[src/rtl/core/adl_pkg.sv]
// shared types and constants for the adler-32 checksum unit
`timescale 1ns / 1ps

package adl_pkg;

    localparam int unsigned DATA_W  = 64;
    localparam int unsigned CNT_W   = 4;
    localparam int unsigned HALF_W  = 16;
    localparam int unsigned WT_W    = 12;
    // widest high-sum intermediate for up to eight lanes
    localparam int unsigned ACC_W   = 20;

    localparam logic [HALF_W:0] ADLER_MOD = 17'd65521;
    // 2^16 mod 65521
    localparam logic [4:0]      FOLD_K    = 5'd15;

    typedef struct packed {
        logic [7:0]      lane_byte;
        logic [WT_W-1:0] wt_val;
    } t_lane_out;

endpackage

[src/rtl/core/adl_lane.sv]
// one byte lane: masks the byte by the count and weights it for the high sum
`timescale 1ns / 1ps

module adl_lane
    import adl_pkg::*;
#(
    parameter int IDX = 0
) (
    input  logic [7:0]       i_byte,
    input  logic [CNT_W-1:0] i_count,
    output t_lane_out        o_lane
);

    logic             lane_on;
    logic [CNT_W-1:0] weight;

    assign lane_on = (CNT_W'(IDX) < i_count);
    // byte at position idx is counted (count - idx) times in the high sum
    assign weight  = i_count - CNT_W'(IDX);

    always_comb begin
        if (lane_on) begin
            o_lane.lane_byte = i_byte;
            o_lane.wt_val    = WT_W'(i_byte) * WT_W'(weight);
        end else begin
            o_lane.lane_byte = '0;
            o_lane.wt_val    = '0;
        end
    end

endmodule

[src/rtl/core/adl_merge.sv]
// merging adder tree: totals the byte sum and the weighted sum over all lanes
`timescale 1ns / 1ps

module adl_merge
    import adl_pkg::*;
#(
    parameter int LANES  = 8,
    parameter int SUM_W  = 11,
    parameter int WSUM_W = 14
) (
    input  t_lane_out         i_lanes [LANES],
    output logic [SUM_W-1:0]  o_sum,
    output logic [WSUM_W-1:0] o_wsum
);

    always_comb begin
        logic [SUM_W-1:0]  acc_s;
        logic [WSUM_W-1:0] acc_w;
        acc_s = '0;
        acc_w = '0;
        for (int k = 0; k < LANES; k++) begin
            acc_s = acc_s + SUM_W'(i_lanes[k].lane_byte);
            acc_w = acc_w + WSUM_W'(i_lanes[k].wt_val);
        end
        o_sum  = acc_s;
        o_wsum = acc_w;
    end

endmodule

[src/rtl/core/adler32_checksum_unit.sv]
// top level of the streaming adler-32 checksum unit
`timescale 1ns / 1ps

// Streaming Adler-32 engine taking up to LANES bytes per request, low byte first.
// It sustains one request per clock when not stalled: the byte lanes and the merging
// adder tree run in the first stage, and the second stage folds the lane totals into
// the running sums (low-sum add with one modular correction, count times low sum
// multiply, and a fold of the high sum). The feedback loop through the sum registers
// sets the rate. A checksum is registered and shown on o_valid once its last request
// leaves the stage-1 register, and is held in an output register, so requests keep
// flowing while it waits; the input stalls only when a second last request reaches
// the accumulator while the previous checksum is still not taken.
module adler32_checksum_unit
    import adl_pkg::*;
#(
    parameter int LANES = 8
) (
    input  logic              i_clk,
    input  logic              i_rst_n,
    input  logic              i_valid,
    output logic              o_stall,
    input  logic [DATA_W-1:0] i_data,
    input  logic [CNT_W-1:0]  i_valid_bytes,
    input  logic              i_first,
    input  logic              i_last,
    input  logic [31:0]       i_seed,
    output logic              o_valid,
    input  logic              i_stall,
    output logic [31:0]       o_checksum
);

    localparam int SUM_W  = $clog2(LANES * 255 + 1);
    localparam int WSUM_W = $clog2(255 * LANES * (LANES + 1) / 2 + 1);

    // ---------------- stage 1: lanes and merge ----------------
    logic [CNT_W-1:0]  count_sat;
    t_lane_out         w_lane [LANES];
    logic [SUM_W-1:0]  w_sum;
    logic [WSUM_W-1:0] w_wsum;

    assign count_sat = (i_valid_bytes > CNT_W'(LANES)) ? CNT_W'(LANES) : i_valid_bytes;

    for (genvar g = 0; g < LANES; g++) begin : g_lane
        adl_lane #(
            .IDX(g)
        ) u_lane (
            .i_byte  (i_data[8*g +: 8]),
            .i_count (count_sat),
            .o_lane  (w_lane[g])
        );
    end

    adl_merge #(
        .LANES  (LANES),
        .SUM_W  (SUM_W),
        .WSUM_W (WSUM_W)
    ) u_merge (
        .i_lanes (w_lane),
        .o_sum   (w_sum),
        .o_wsum  (w_wsum)
    );

    logic              r_s1_valid;
    logic              r_s1_first;
    logic              r_s1_last;
    logic [31:0]       r_s1_seed;
    logic [CNT_W-1:0]  r_s1_count;
    logic [SUM_W-1:0]  r_s1_sum;
    logic [WSUM_W-1:0] r_s1_wsum;

    logic              r_out_valid;
    logic [31:0]       r_checksum;
    logic [HALF_W-1:0] r_sum_low;
    logic [HALF_W-1:0] r_sum_high;

    logic out_free;
    logic s2_fire;
    logic in_fire;

    assign out_free = !r_out_valid || !i_stall;
    assign s2_fire  = r_s1_valid && (!r_s1_last || out_free);
    assign o_stall  = r_s1_valid && !s2_fire;
    assign in_fire  = i_valid && !o_stall;

    always_ff @(posedge i_clk) begin
        if (!i_rst_n) begin
            r_s1_valid <= 1'b0;
        end else if (in_fire) begin
            r_s1_valid <= 1'b1;
        end else if (s2_fire) begin
            r_s1_valid <= 1'b0;
        end
    end

    always_ff @(posedge i_clk) begin
        if (in_fire) begin
            r_s1_first <= i_first;
            r_s1_last  <= i_last;
            r_s1_seed  <= i_seed;
            r_s1_count <= count_sat;
            r_s1_sum   <= w_sum;
            r_s1_wsum  <= w_wsum;
        end
    end

    // ---------------- stage 2: accumulate and reduce ----------------
    logic [HALF_W-1:0] a_base;
    logic [HALF_W-1:0] b_base;
    logic [HALF_W:0]   a_raw;
    logic [HALF_W-1:0] n_sum_low;
    logic [ACC_W-1:0]  b_raw;
    logic [HALF_W:0]   b_fold;
    logic [HALF_W-1:0] n_sum_high;

    assign a_base = r_s1_first ? r_s1_seed[15:0]  : r_sum_low;
    assign b_base = r_s1_first ? r_s1_seed[31:16] : r_sum_high;

    assign a_raw     = (HALF_W+1)'(a_base) + (HALF_W+1)'(r_s1_sum);
    assign n_sum_low = (a_raw >= ADLER_MOD) ? HALF_W'(a_raw - ADLER_MOD) : a_raw[HALF_W-1:0];

    assign b_raw = ACC_W'(b_base) + ACC_W'(ACC_W'(r_s1_count) * ACC_W'(a_base))
                 + ACC_W'(r_s1_wsum);
    // fold the bits above 16 back in, using 2^16 = 15 mod 65521
    assign b_fold = (HALF_W+1)'(b_raw[HALF_W-1:0])
                  + (HALF_W+1)'(b_raw[ACC_W-1:HALF_W] * FOLD_K);
    assign n_sum_high = (b_fold >= ADLER_MOD) ? HALF_W'(b_fold - ADLER_MOD)
                                              : b_fold[HALF_W-1:0];

    always_ff @(posedge i_clk) begin
        if (!i_rst_n) begin
            r_sum_low  <= 16'd1;
            r_sum_high <= 16'd0;
        end else if (s2_fire) begin
            r_sum_low  <= n_sum_low;
            r_sum_high <= n_sum_high;
        end
    end

    always_ff @(posedge i_clk) begin
        if (!i_rst_n) begin
            r_out_valid <= 1'b0;
        end else if (s2_fire && r_s1_last) begin
            r_out_valid <= 1'b1;
        end else if (!i_stall) begin
            r_out_valid <= 1'b0;
        end
    end

    always_ff @(posedge i_clk) begin
        if (s2_fire && r_s1_last) begin
            r_checksum <= {n_sum_high, n_sum_low};
        end
    end

    assign o_valid    = r_out_valid;
    assign o_checksum = r_checksum;

    // ---------------- assertions ----------------
    a_sums_reduced: assert property (@(posedge i_clk) disable iff (!i_rst_n)
        $past(i_rst_n) |-> (17'(r_sum_low) < ADLER_MOD) && (17'(r_sum_high) < ADLER_MOD))
        else $error("running sums not reduced");

    a_out_from_last: assert property (@(posedge i_clk) disable iff (!i_rst_n)
        $rose(o_valid) |-> $past(r_s1_valid && r_s1_last))
        else $error("checksum without a last request");

    a_stall_cause: assert property (@(posedge i_clk) disable iff (!i_rst_n)
        o_stall |-> r_s1_valid && r_s1_last && r_out_valid && i_stall)
        else $error("input stalled without a blocked checksum");

endmodule
[config.mk]
export PLATFORM = sky130hd
export DESIGN_NAME = adler32_checksum_unit
export DESIGN_NICKNAME = d
export VERILOG_FILES = /design/src/rtl/core/adl_pkg.sv /design/src/rtl/core/adl_lane.sv /design/src/rtl/core/adl_merge.sv /design/src/rtl/core/adler32_checksum_unit.sv
export SDC_FILE = /design/constraint.sdc
export NUM_CORES = 1
export LEC_CHECK = 0
export BUFFER_PORTS_ARGS = -buffer_cell sky130_fd_sc_hd__clkbuf_2
export CAP_MARGIN = 20
export CORE_MARGIN = 4
export CORE_UTILIZATION = 45
export CTS_BUF_LIST = sky130_fd_sc_hd__clkbuf_8
export DETAILED_ROUTE_END_ITERATION = 10
export GPL_ROUTABILITY_DRIVEN = 0
export HOLD_SLACK_MARGIN = 0.1
export PLACE_DENSITY = 0.66
export REMOVE_ABC_BUFFERS = 1
export SLEW_MARGIN = 15
export SYNTH_ARGS = -nofsm -noshare
export SYNTH_HDL_FRONTEND = slang
export SYNTH_SLANG_ARGS = --single-unit
export TNS_END_PERCENT = 5
[constraint.sdc]
create_clock -name i_clk -period 14.44 [get_ports i_clk]
set_input_delay 1.444 -clock i_clk [delete_from_list [all_inputs] [get_ports i_clk]]
set_output_delay 1.444 -clock i_clk [all_outputs]
set_load 0.02 [all_outputs]
[Word level (Yosys, flattened, before mapping)]
Cells that the tools add are included.
Word-level totals
  logic and storage cells: 89
  input port bits: 106
  output and inout port bits: 34
  bits in registers: 129
Operators by class
  reduce and logical (&&, ||, !) cells: 12
  mux-type cells: 17
  $mul: 10
  $add $sub $neg: 27
  equality and inequality tests: 1
  magnitude comparators: 11
Operators with widths (number)
  two-way mux 20 bit: 8
  multiplier 8 x 4 -> 12 bit: 8
  adder 14 x 12 -> 14 bit: 6
  adder 11 x 8 -> 11 bit: 6
  two-way mux 16 bit: 4
  >= comparator 17 x 16 -> 1 bit (second input constant): 2
  subtractor 16 bit (second input constant): 2
  adder 16 x 20 -> 20 bit: 1
  adder 20 x 14 -> 20 bit: 1
  multiplier 4 x 16 -> 20 bit: 1
  adder 16 x 11 -> 17 bit: 1
  adder 16 x 8 -> 17 bit: 1
  < comparator 3 x 4 -> 1 bit (first input constant): 4
  subtractor 4 x 3 -> 4 bit (second input constant): 4
  adder 12 x 12 -> 13 bit: 1
  adder 8 x 8 -> 9 bit: 1
  < comparator 1 x 4 -> 1 bit (first input constant): 2
  < comparator 2 x 4 -> 1 bit (first input constant): 2
  multiplier 4 x 4 -> 8 bit (second input constant): 1
  subtractor 4 x 2 -> 4 bit (second input constant): 2
  logical NOT 1 bit: 5
  greater-than comparator 4 bit (second input constant): 1
  logical AND 1 bit: 4
  two-way mux 1 bit: 4
  other kinds (5): 6

[Depth between registers and ports, before layout]
Gate-level depths: netlist of run 1.
  word-level depth: 12
  depth in mapped cells: 41
  gate-level depth less buffers: 39

[Cells and area by module]
Synthesis of run 1 repeated with hierarchy kept, for this count alone.
Unflattened totals
  cells, all modules: 2543
  area total of the unflattened synthesis: 22866.9 um2
By module, submodules not included
  adler32_checksum_unit: instances 1, sequential area each 3533.4 um2, cells an instance 975, area each 9989.6 um2
  adl_merge: instances 1, sequential area each 0.0 um2, cells an instance 434, area each 4017.6 um2
  adl_lane at g_lane[1].u_lane: instances 1, sequential area each 0.0 um2, cells an instance 143, area each 1146.1 um2
  adl_lane at g_lane[5].u_lane: instances 1, sequential area each 0.0 um2, cells an instance 148, area each 1134.8 um2
  adl_lane at g_lane[0].u_lane: instances 1, sequential area each 0.0 um2, cells an instance 139, area each 1127.3 um2
  adl_lane at g_lane[6].u_lane: instances 1, sequential area each 0.0 um2, cells an instance 144, area each 1098.6 um2
  adl_lane at g_lane[7].u_lane: instances 1, sequential area each 0.0 um2, cells an instance 136, area each 1096.1 um2
  adl_lane at g_lane[4].u_lane: instances 1, sequential area each 0.0 um2, cells an instance 147, area each 1093.5 um2
  adl_lane at g_lane[3].u_lane: instances 1, sequential area each 0.0 um2, cells an instance 137, area each 1082.3 um2
  adl_lane at g_lane[2].u_lane: instances 1, sequential area each 0.0 um2, cells an instance 140, area each 1081.0 um2

[Worst setup path after synthesis of run 1]
No wires, ideal clock.
  kind: register to register
  start point: reg r_s1_first
  end point: reg r_checksum[21] (netlist: o_checksum[21]), data pin
  cell stages (with the launch flop): 37
  buffers on the path: 5
  period minus slack after synthesis: 9989 ps
  arrival: 9722 ps
  slack: 4451 ps
  required time: 14172 ps
  library setup time: 268 ps
  cells stage by stage: edfxtp_1 > clkbuf_1 > buf_1 > buf_1 > clkbuf_1 > mux2_2 > fa_1 > inv_1 > fa_1 > fa_1 > inv_1 > ha_1 > o211ai_1 > o211ai_1 > a311o_1 > a21oi_1 > nor2b_1 > o21a_1 > o21ai_0 > nand2b_1 > xor2_1 > fa_1 > fa_1 > inv_1 > fa_1 > inv_1 > ha_1 > a21o_1 > a221o_1 > xor2_1 > and4_1 > o311ai_0 > a211oi_2 > and4_1 > buf_2 > o211ai_1 > xnor2_1
Between the ends
  word-level cells in the longest chain between the ends: 8
  elaborated cells between the ends (all ways): 10
  classes of those cells: add/sub: 4; mul: 2; order compare: 1; mux: 3
RTL lines
  start: declaration: RTL line adler32_checksum_unit.sv:64  | logic r_s1_first;
  start signal: assignment: RTL line adler32_checksum_unit.sv:97  | r_s1_first <= i_first;
  two-way mux 16 bit: RTL line adler32_checksum_unit.sv:115  | assign a_base = r_s1_first ? r_s1_seed[15:0] : r_sum_low;
  multiplier 4 x 16 -> 20 bit: RTL line adler32_checksum_unit.sv:121  | assign b_raw = ACC_W'(b_base) + ACC_W'(ACC_W'(r_s1_count) * ACC_W'(a_base))
  adder 16 x 20 -> 20 bit (*): RTL line adler32_checksum_unit.sv:121
  adder 20 x 14 -> 20 bit (*): RTL line adler32_checksum_unit.sv:122  | + ACC_W'(r_s1_wsum);
  multiplier 4 x 4 -> 8 bit: RTL line adler32_checksum_unit.sv:125  | + (HALF_W+1)'(b_raw[ACC_W-1:HALF_W] * FOLD_K);
  adder 16 x 8 -> 17 bit (*): RTL line adler32_checksum_unit.sv:125
  subtractor 16 bit or >= comparator 17 x 16 -> 1 bit (tied branches): RTL line adler32_checksum_unit.sv:126  | assign n_sum_high = (b_fold >= ADLER_MOD) ? HALF_W'(b_fold - ADLER_MOD)
  two-way mux 16 bit (*): RTL line adler32_checksum_unit.sv:126
  net n_sum_high[5]: RTL line adler32_checksum_unit.sv:113  | logic [HALF_W-1:0] n_sum_high;
  end signal: assignment: RTL line adler32_checksum_unit.sv:151  | r_checksum <= {n_sum_high, n_sum_low};
  end: declaration: RTL line adler32_checksum_unit.sv:72  | logic [31:0] r_checksum;
The timed path passes the listed nets; every way through them passes the cells marked *.
A chain may end at the register's enable or synchronous reset.

[Final worst setup path of run 1]
  start point: in i_valid_bytes[3]
  end point: reg r_s1_wsum[12], data pin
Between the ends
  word-level cells in the longest chain between the ends: 12
  elaborated cells between the ends (all ways): 40
  classes of those cells: add/sub: 14; mul: 8; order compare: 9; mux: 9
RTL lines
  start: declaration: RTL line adler32_checksum_unit.sv:23  | input logic [CNT_W-1:0] i_valid_bytes,
  greater-than comparator 4 bit: RTL line adler32_checksum_unit.sv:41  | assign count_sat = (i_valid_bytes > CNT_W'(LANES)) ? CNT_W'(LANES) : i_valid_bytes;
  two-way mux 4 bit (*): RTL line adler32_checksum_unit.sv:41
  subtractor 4 x 1 -> 4 bit: RTL line adl_lane.sv:19  | assign weight = i_count - CNT_W'(IDX);
  multiplier 8 x 4 -> 12 bit: RTL line adl_lane.sv:24  | o_lane.wt_val = WT_W'(i_byte) * WT_W'(weight);
  two-way mux 20 bit: RTL line adl_lane.sv:22  | if (lane_on) begin
  adder 12 x 12 -> 13 bit: RTL line adl_merge.sv:23  | acc_w = acc_w + WSUM_W'(i_lanes[k].wt_val);
  adder 14 x 12 -> 14 bit (5 in a row): RTL line adl_merge.sv:23
  adder 14 x 12 -> 14 bit (*): RTL line adl_merge.sv:23
  net u_merge.o_wsum[12]: RTL line adl_merge.sv:13  | output logic [WSUM_W-1:0] o_wsum
  end signal: assignment: RTL line adler32_checksum_unit.sv:102  | r_s1_wsum <= w_wsum;
  end: declaration: RTL line adler32_checksum_unit.sv:69  | logic [WSUM_W-1:0] r_s1_wsum;
Marked as above.

==> run metrics, run 1 <==
worst rel slew slack=0.254; Max FO, Critical Path=31; vias in the first global route=between 15000 and 20000; f_max=86.9 MHz; Yosys warnings=0; Hold/Removal Path Class=flop to flop; worst slew pin tran=around 1100 ps; IO Pins=140; CTS max path bufs=2; Die Ht=approximately 230 microns; ranking of synthesized cells by area=fa_1 24%, ha_1 14%, edfxtp_1 13%, inv_1 7.2%, nand2_1 4.5%; unrepaired setup endpoints after global routing=false; Synth cell types=77; Total Nets Final=approximately 3100; status=finished clean; critical path's slowest cell=a21boi_0; Remaining DRCs=0; routed vias/inst=between 5 and 6; Yosys reg bits=129; clock slew at reported path FFs=90 ps; CP Capture Type=flop; Resized Gates After CTS=0; Yosys top cell area share=0.245; mapped cell area=approximately 22000 sq um; Root Driver=clkbuf_8; Max-cap violations=0; critical path required time=14690 ps; Finished Core Util=0.496; Tcrit/Tclk final=0.797; Rows=79; max incr delay on CP=around 880 ps; initial antenna violation count=2; post-CTS setup buffer count=0; DR vias=around 17000; final setup vio count=0; Global Route Usage Sum=0.219; Starting Density=0.459; HPWL Detailed=between 40 and 50 mm; H-Tree Depth=4; largest net degree at the start of global routing=between 60 and 70; global route overflow=0; Yosys top cell by area=fa_1; fillcell total=4459; CTS tree=built; ys flop type=edfxtp_1; max-slew violation count=0; CTS Hold Bufs=0; final hold viol count=0; die width=227 microns; setup_tns=0 ps; FFs w/ async S/R, synth=0; Post-synth EDFFs=between 90 and 100; post-DR wirelength/cell=17.5 microns; die area=51400 sq um; CP startpoint kind=input pin; CTS sink count=129; Worst-Skew Late Latency=~500 ps; Iter 0 DRT Violations=between 1000 and 1500; Critical Path AT=~12000 ps; post-synthesis sequential area ratio=0.164; First-pass DRT Iterations=5; critical path type=input pin to flop; Core Region=approximately 47000 sq um; fraction of layout instances using a drive strength above 1=0.0951; Tmin final=between 10000 and 15000 ps; Avg Cell Area, Syn=roughly 9 sq um; Port-buffer cells=~140; Total Routed Length=54.9 mm; Synth Instances=roughly 2400; skew final=around 22 ps; first-pass GRT wire length=89.0 mm; Area Growth Syn to Fin=7.97%; DRT antenna net count=0; CTS buffer count=17
cell usage in the layout, fill, tap and decap left out, types with 16 or more instances in the layout:
master / Yosys / final
a21o_1: 28 / 28
a21oi_1: 121 / 121
and2_1: 114 / 114
buf_4: 1 / 16
clkbuf_2: 0 / 139
clkbuf_8: 0 / 17
dfxtp_1: 34 / 34
edfxtp_1: 95 / 95
fa_1: 263 / 263
ha_1: 248 / 248
inv_1: 410 / 411
mux2_2: 22 / 22
nand2_1: 256 / 256
nand2b_1: 45 / 45
nand3_1: 33 / 33
nor2_1: 113 / 113
nor2b_1: 96 / 95
nor3_1: 25 / 24
o21a_1: 17 / 17
o21ai_0: 43 / 43
o21bai_1: 51 / 51
xnor2_1: 108 / 108
xor2_1: 37 / 37
layout make-up:
class | count | area [sq um] | share of cell area
multi-input cells | 1795 | 16200 | 0.697
flip-flops and latches | 129 | 3530 | 0.152
diodes | 2 | 5.00 | 0.000216
clock inverters | 15 | 143 | 0.00614
well taps | 607 | 759 | 0.0327
inverters | 412 | 1550 | 0.0666
clock buffers | 17 | 234 | 0.0101
repair buffers | 155 | 816 | 0.0351
kinds of logic (layout without fill, tap and decap cells):
kind of cell               count (synthesis)  count (layout)  share of synthesized area
AOI/OAI and AO/OA                        358             358                      0.112
xor gates and xnor gates                 146             146                     0.0598
adders and majority gates                511             511                      0.389
buffers and inverters                    475             599                     0.0838
DFF                                      129             129                      0.164
muxes                                     38              38                     0.0190
other                                      0               2                          0
and+or+nand+nor                          742             742                      0.172
critical path, delay by kind of cell:
family          cells  cell delay [ps]
buf+inv             9             1050
compound gates      7             1990
xor+xnor            4              900
fa+ha+maj          10             4620
simple gates        8             1760
layer usage:
metal	up-vias	track usage	share of wire
met5	-	0	0
met4	0	0.0774	0.033
met3	87	0.0229	0.044
met2	448	0.386	0.50
met1	8160	0.279	0.43
li1	7980	-	-
through the flow:
step                      setup WS (ps)  instances  hold slack [ps]  area, sq um
after floorplan                    4240       2336              434        21300
after global placement             2960       3098              443        22800
after detailed placement           2480       3098              451        22800
after CTS                          3030       3130              462        23200
after global routing               2300       3132              492        23200
final                              2930       3132              461        23200
flip-flops by register name, indices dropped and copies added (netlist names):
name / flops
o_checksum: 32
r_s1_valid: 1
o_valid: 1
r_s1_first: 1
r_sum_high: 16
r_s1_count: 4
r_s1_last: 1
r_s1_seed: 32
r_sum_low: 16
r_s1_wsum: 14
r_s1_sum: 11
synth_stat cells, types with 5 or more instances:
library cell	instances
o21bai_1	51
o21a_1	17
nand2_1	256
and2_1	114
nand4_1	8
nand2b_1	45
nor2_1	113
o21ai_1	5
dfxtp_1	34
nor2b_1	96
or3_1	9
clkbuf_1	50
a21o_1	28
ha_1	248
fa_1	263
o211a_1	9
a211oi_1	7
nor3_1	25
xnor2_1	108
o21ai_0	43
nand3_1	33
or2_2	6
inv_1	410
buf_2	6
o31ai_1	9
buf_1	5
mux2_2	22
a21oi_1	121
mux2i_1	15
and3_1	13
and4_1	6
edfxtp_1	95
o211ai_1	14
xor2_1	37
final timing paths:
check                    from             end  slack (ps)  depth (start not counted)
max          i_valid_bytes[3]   r_s1_wsum[12]        2930                         38
min            r_sum_high[15]  r_sum_high[15]         460                          2
max reg2reg        r_s1_first   r_sum_high[5]        3800                         34
min reg2reg    r_sum_high[15]  r_sum_high[15]         460                          2
Power of run 1 is not shown: default switching activity piles up to over one toggle a cycle in this logic, so the estimate is an artifact.
==> run 2: changes to the inputs <==
==> constraint.sdc (replaced) <==
create_clock -name i_clk -period 11.7 [get_ports i_clk]
set_input_delay 1.17 -clock i_clk [delete_from_list [all_inputs] [get_ports i_clk]]
set_output_delay 1.17 -clock i_clk [all_outputs]
set_load 0.02 [all_outputs]
==> run metrics, run 2 (synthesis gave the netlist of run 1 again) <==
status=finished clean; first-pass GRT wire length=89.3 mm (+0.35%); worst r2r path cells=34 (unchanged); Rows=79 (unchanged); fraction of layout instances using a drive strength above 1=0.0969 (+0.00175); Iter 0 DRT Violations=1096 (+1.7%); clock slew at reported path FFs=70 ps (-20 ps); Root Driver=clkbuf_8; First-pass DRT Iterations=6 (+1); Critical Path Most Common Cell=fa_1; DR vias=16764 (+0.53%); Core Region=46900 sq um (unchanged); worst rel slew slack=0.401 (+0.147); Critical Path AT=11110 ps (-650 ps); Tmin final=around 11000 ps; critical path required time=12040 ps (-2650 ps); Die Ht=227 microns (unchanged); vias in the first global route=17299 (+0.064%); die width=227 microns (unchanged); Resized Gates After CTS=0 (unchanged); post-DR wirelength/cell=17.5 microns (about the same); CP startpoint kind=flop; Hold/Removal Path Class=flop to flop; final hold viol count=0 (unchanged); Area Growth Syn to Fin=8.32%; Global Route Usage Sum=0.218 (-0.000372); DRT antenna net count=0 (unchanged); die area=51400 sq um (unchanged); f_max=just over 90 MHz; Port-buffer cells=139 (unchanged); CP Capture Type=flop; most common cell after layout, fill and taps aside=inv_1; Hold Worst Slack=457 ps (-4.13 ps); max incr delay on CP=860 ps (-20 ps); Max-cap violations=0 (unchanged); post-CTS setup buffer count=0 (unchanged); CTS max path bufs=2 (unchanged); worst r2r dst=r_sum_high[5]; max-slew violation count=0 (unchanged); critical path's slowest cell=edfxtp_1; fillcell total=4448 (-0.25%); Antenna diodes=0 (-2); critical path type=flop to flop; skew final=19.8 ps (-2.61 ps); initial antenna violation count=0 (-2); CTS tree=built; CTS sink count=129 (unchanged); Remaining DRCs=0 (unchanged); worst slew pin tran=891 ps (-213 ps); global route overflow=0 (unchanged); CTS Hold Bufs=0 (unchanged); unrepaired setup endpoints after global routing=false; FF-to-FF Start=r_s1_first; Tcrit/Tclk final=0.921; Hold Crit Depth=2 (unchanged); Starting Density=0.459 (unchanged); routed vias/inst=5.35 (+0.41%); Worst-Skew Late Latency=480 ps (-20 ps); most frequent cells in the layout=411 x inv_1, 263 x fa_1, 256 x nand2_1, 248 x ha_1, 140 x clkbuf_2; hold endpoint=r_sum_high[11]; IO Pins=140 (unchanged); Total Routed Length=54.9 mm (about the same); CTS buffer count=17 (unchanged); final setup vio count=0 (unchanged); hold path start=r_sum_high[11]; setup_tns=0 ps (unchanged); HPWL Detailed=45.9 mm (+0.83%); Max FO, Critical Path=22 (-29%); Worst R2R Setup Slack=920 ps (-2880 ps); Total Nets Final=3133 (+0.19%); H-Tree Depth=4 (unchanged); largest net degree at the start of global routing=64 (unchanged)
run 2: critical path: cells and delay by family, from the launching register on:
kind / cells / cell delay, ps
AO/OA/AOI/OAI: 13 / 3170
XOR/XNOR: 2 / 650
flip-flops: 1 / 860
buffers and inverters: 5 / 460
AND/OR/NAND/NOR: 5 / 1200
multiplexers: 1 / 590
adder cells (fa/ha/maj): 8 / 3690
run 2: cell type report:
| type | instances | area [sq um] | area share |
|---|---|---|---|
| clock buffer | 20 | 275 | 0.0118 |
| sequential | 129 | 3530 | 0.152 |
| clock inverter | 12 | 131 | 0.00564 |
| tap | 607 | 759 | 0.0326 |
| timing repair buffer | 161 | 871 | 0.0374 |
| inverter | 412 | 1550 | 0.0664 |
| multi-input combinational | 1795 | 16200 | 0.695 |
run 2: stage by stage:
step / setup WS [ps] / util / std cells / instance area [sq um]
final: 922 / 0.497 / 3136 / 23300
after global routing: 146 / 0.497 / 3136 / 23300
after CTS: 997 / 0.497 / 3135 / 23300
after detailed placement: 859 / 0.488 / 3103 / 22900
after global placement: 1110 / 0.488 / 3103 / 22900
after floorplan: 1780 / - / 2336 / 21300
run 2: layer usage:
layer / track usage / routed length, microns / part of all wire
met1: 0.275 / 22900 / 0.42
met2: 0.384 / 27100 / 0.49
met3: 0.0247 / 2640 / 0.048
met4: 0.0852 / 2240 / 0.041
met5: 0 / 0 / 0
run 2: worst max-delay path by stage:
stage	from	to	depth (start not counted)
6_report	r_s1_first	r_sum_high[5]	34
3_5_place_dp	i_valid_bytes[3]	r_s1_wsum[12]	38
2_1_floorplan	i_valid_bytes[3]	r_s1_wsum[12]	35
3_3_place_gp	r_s1_first	r_sum_high[5]	34
5_1_grt	r_s1_first	r_sum_high[5]	33
4_1_cts	r_s1_first	o_checksum[21]	34
Power of run 2 is left out for the same reason.
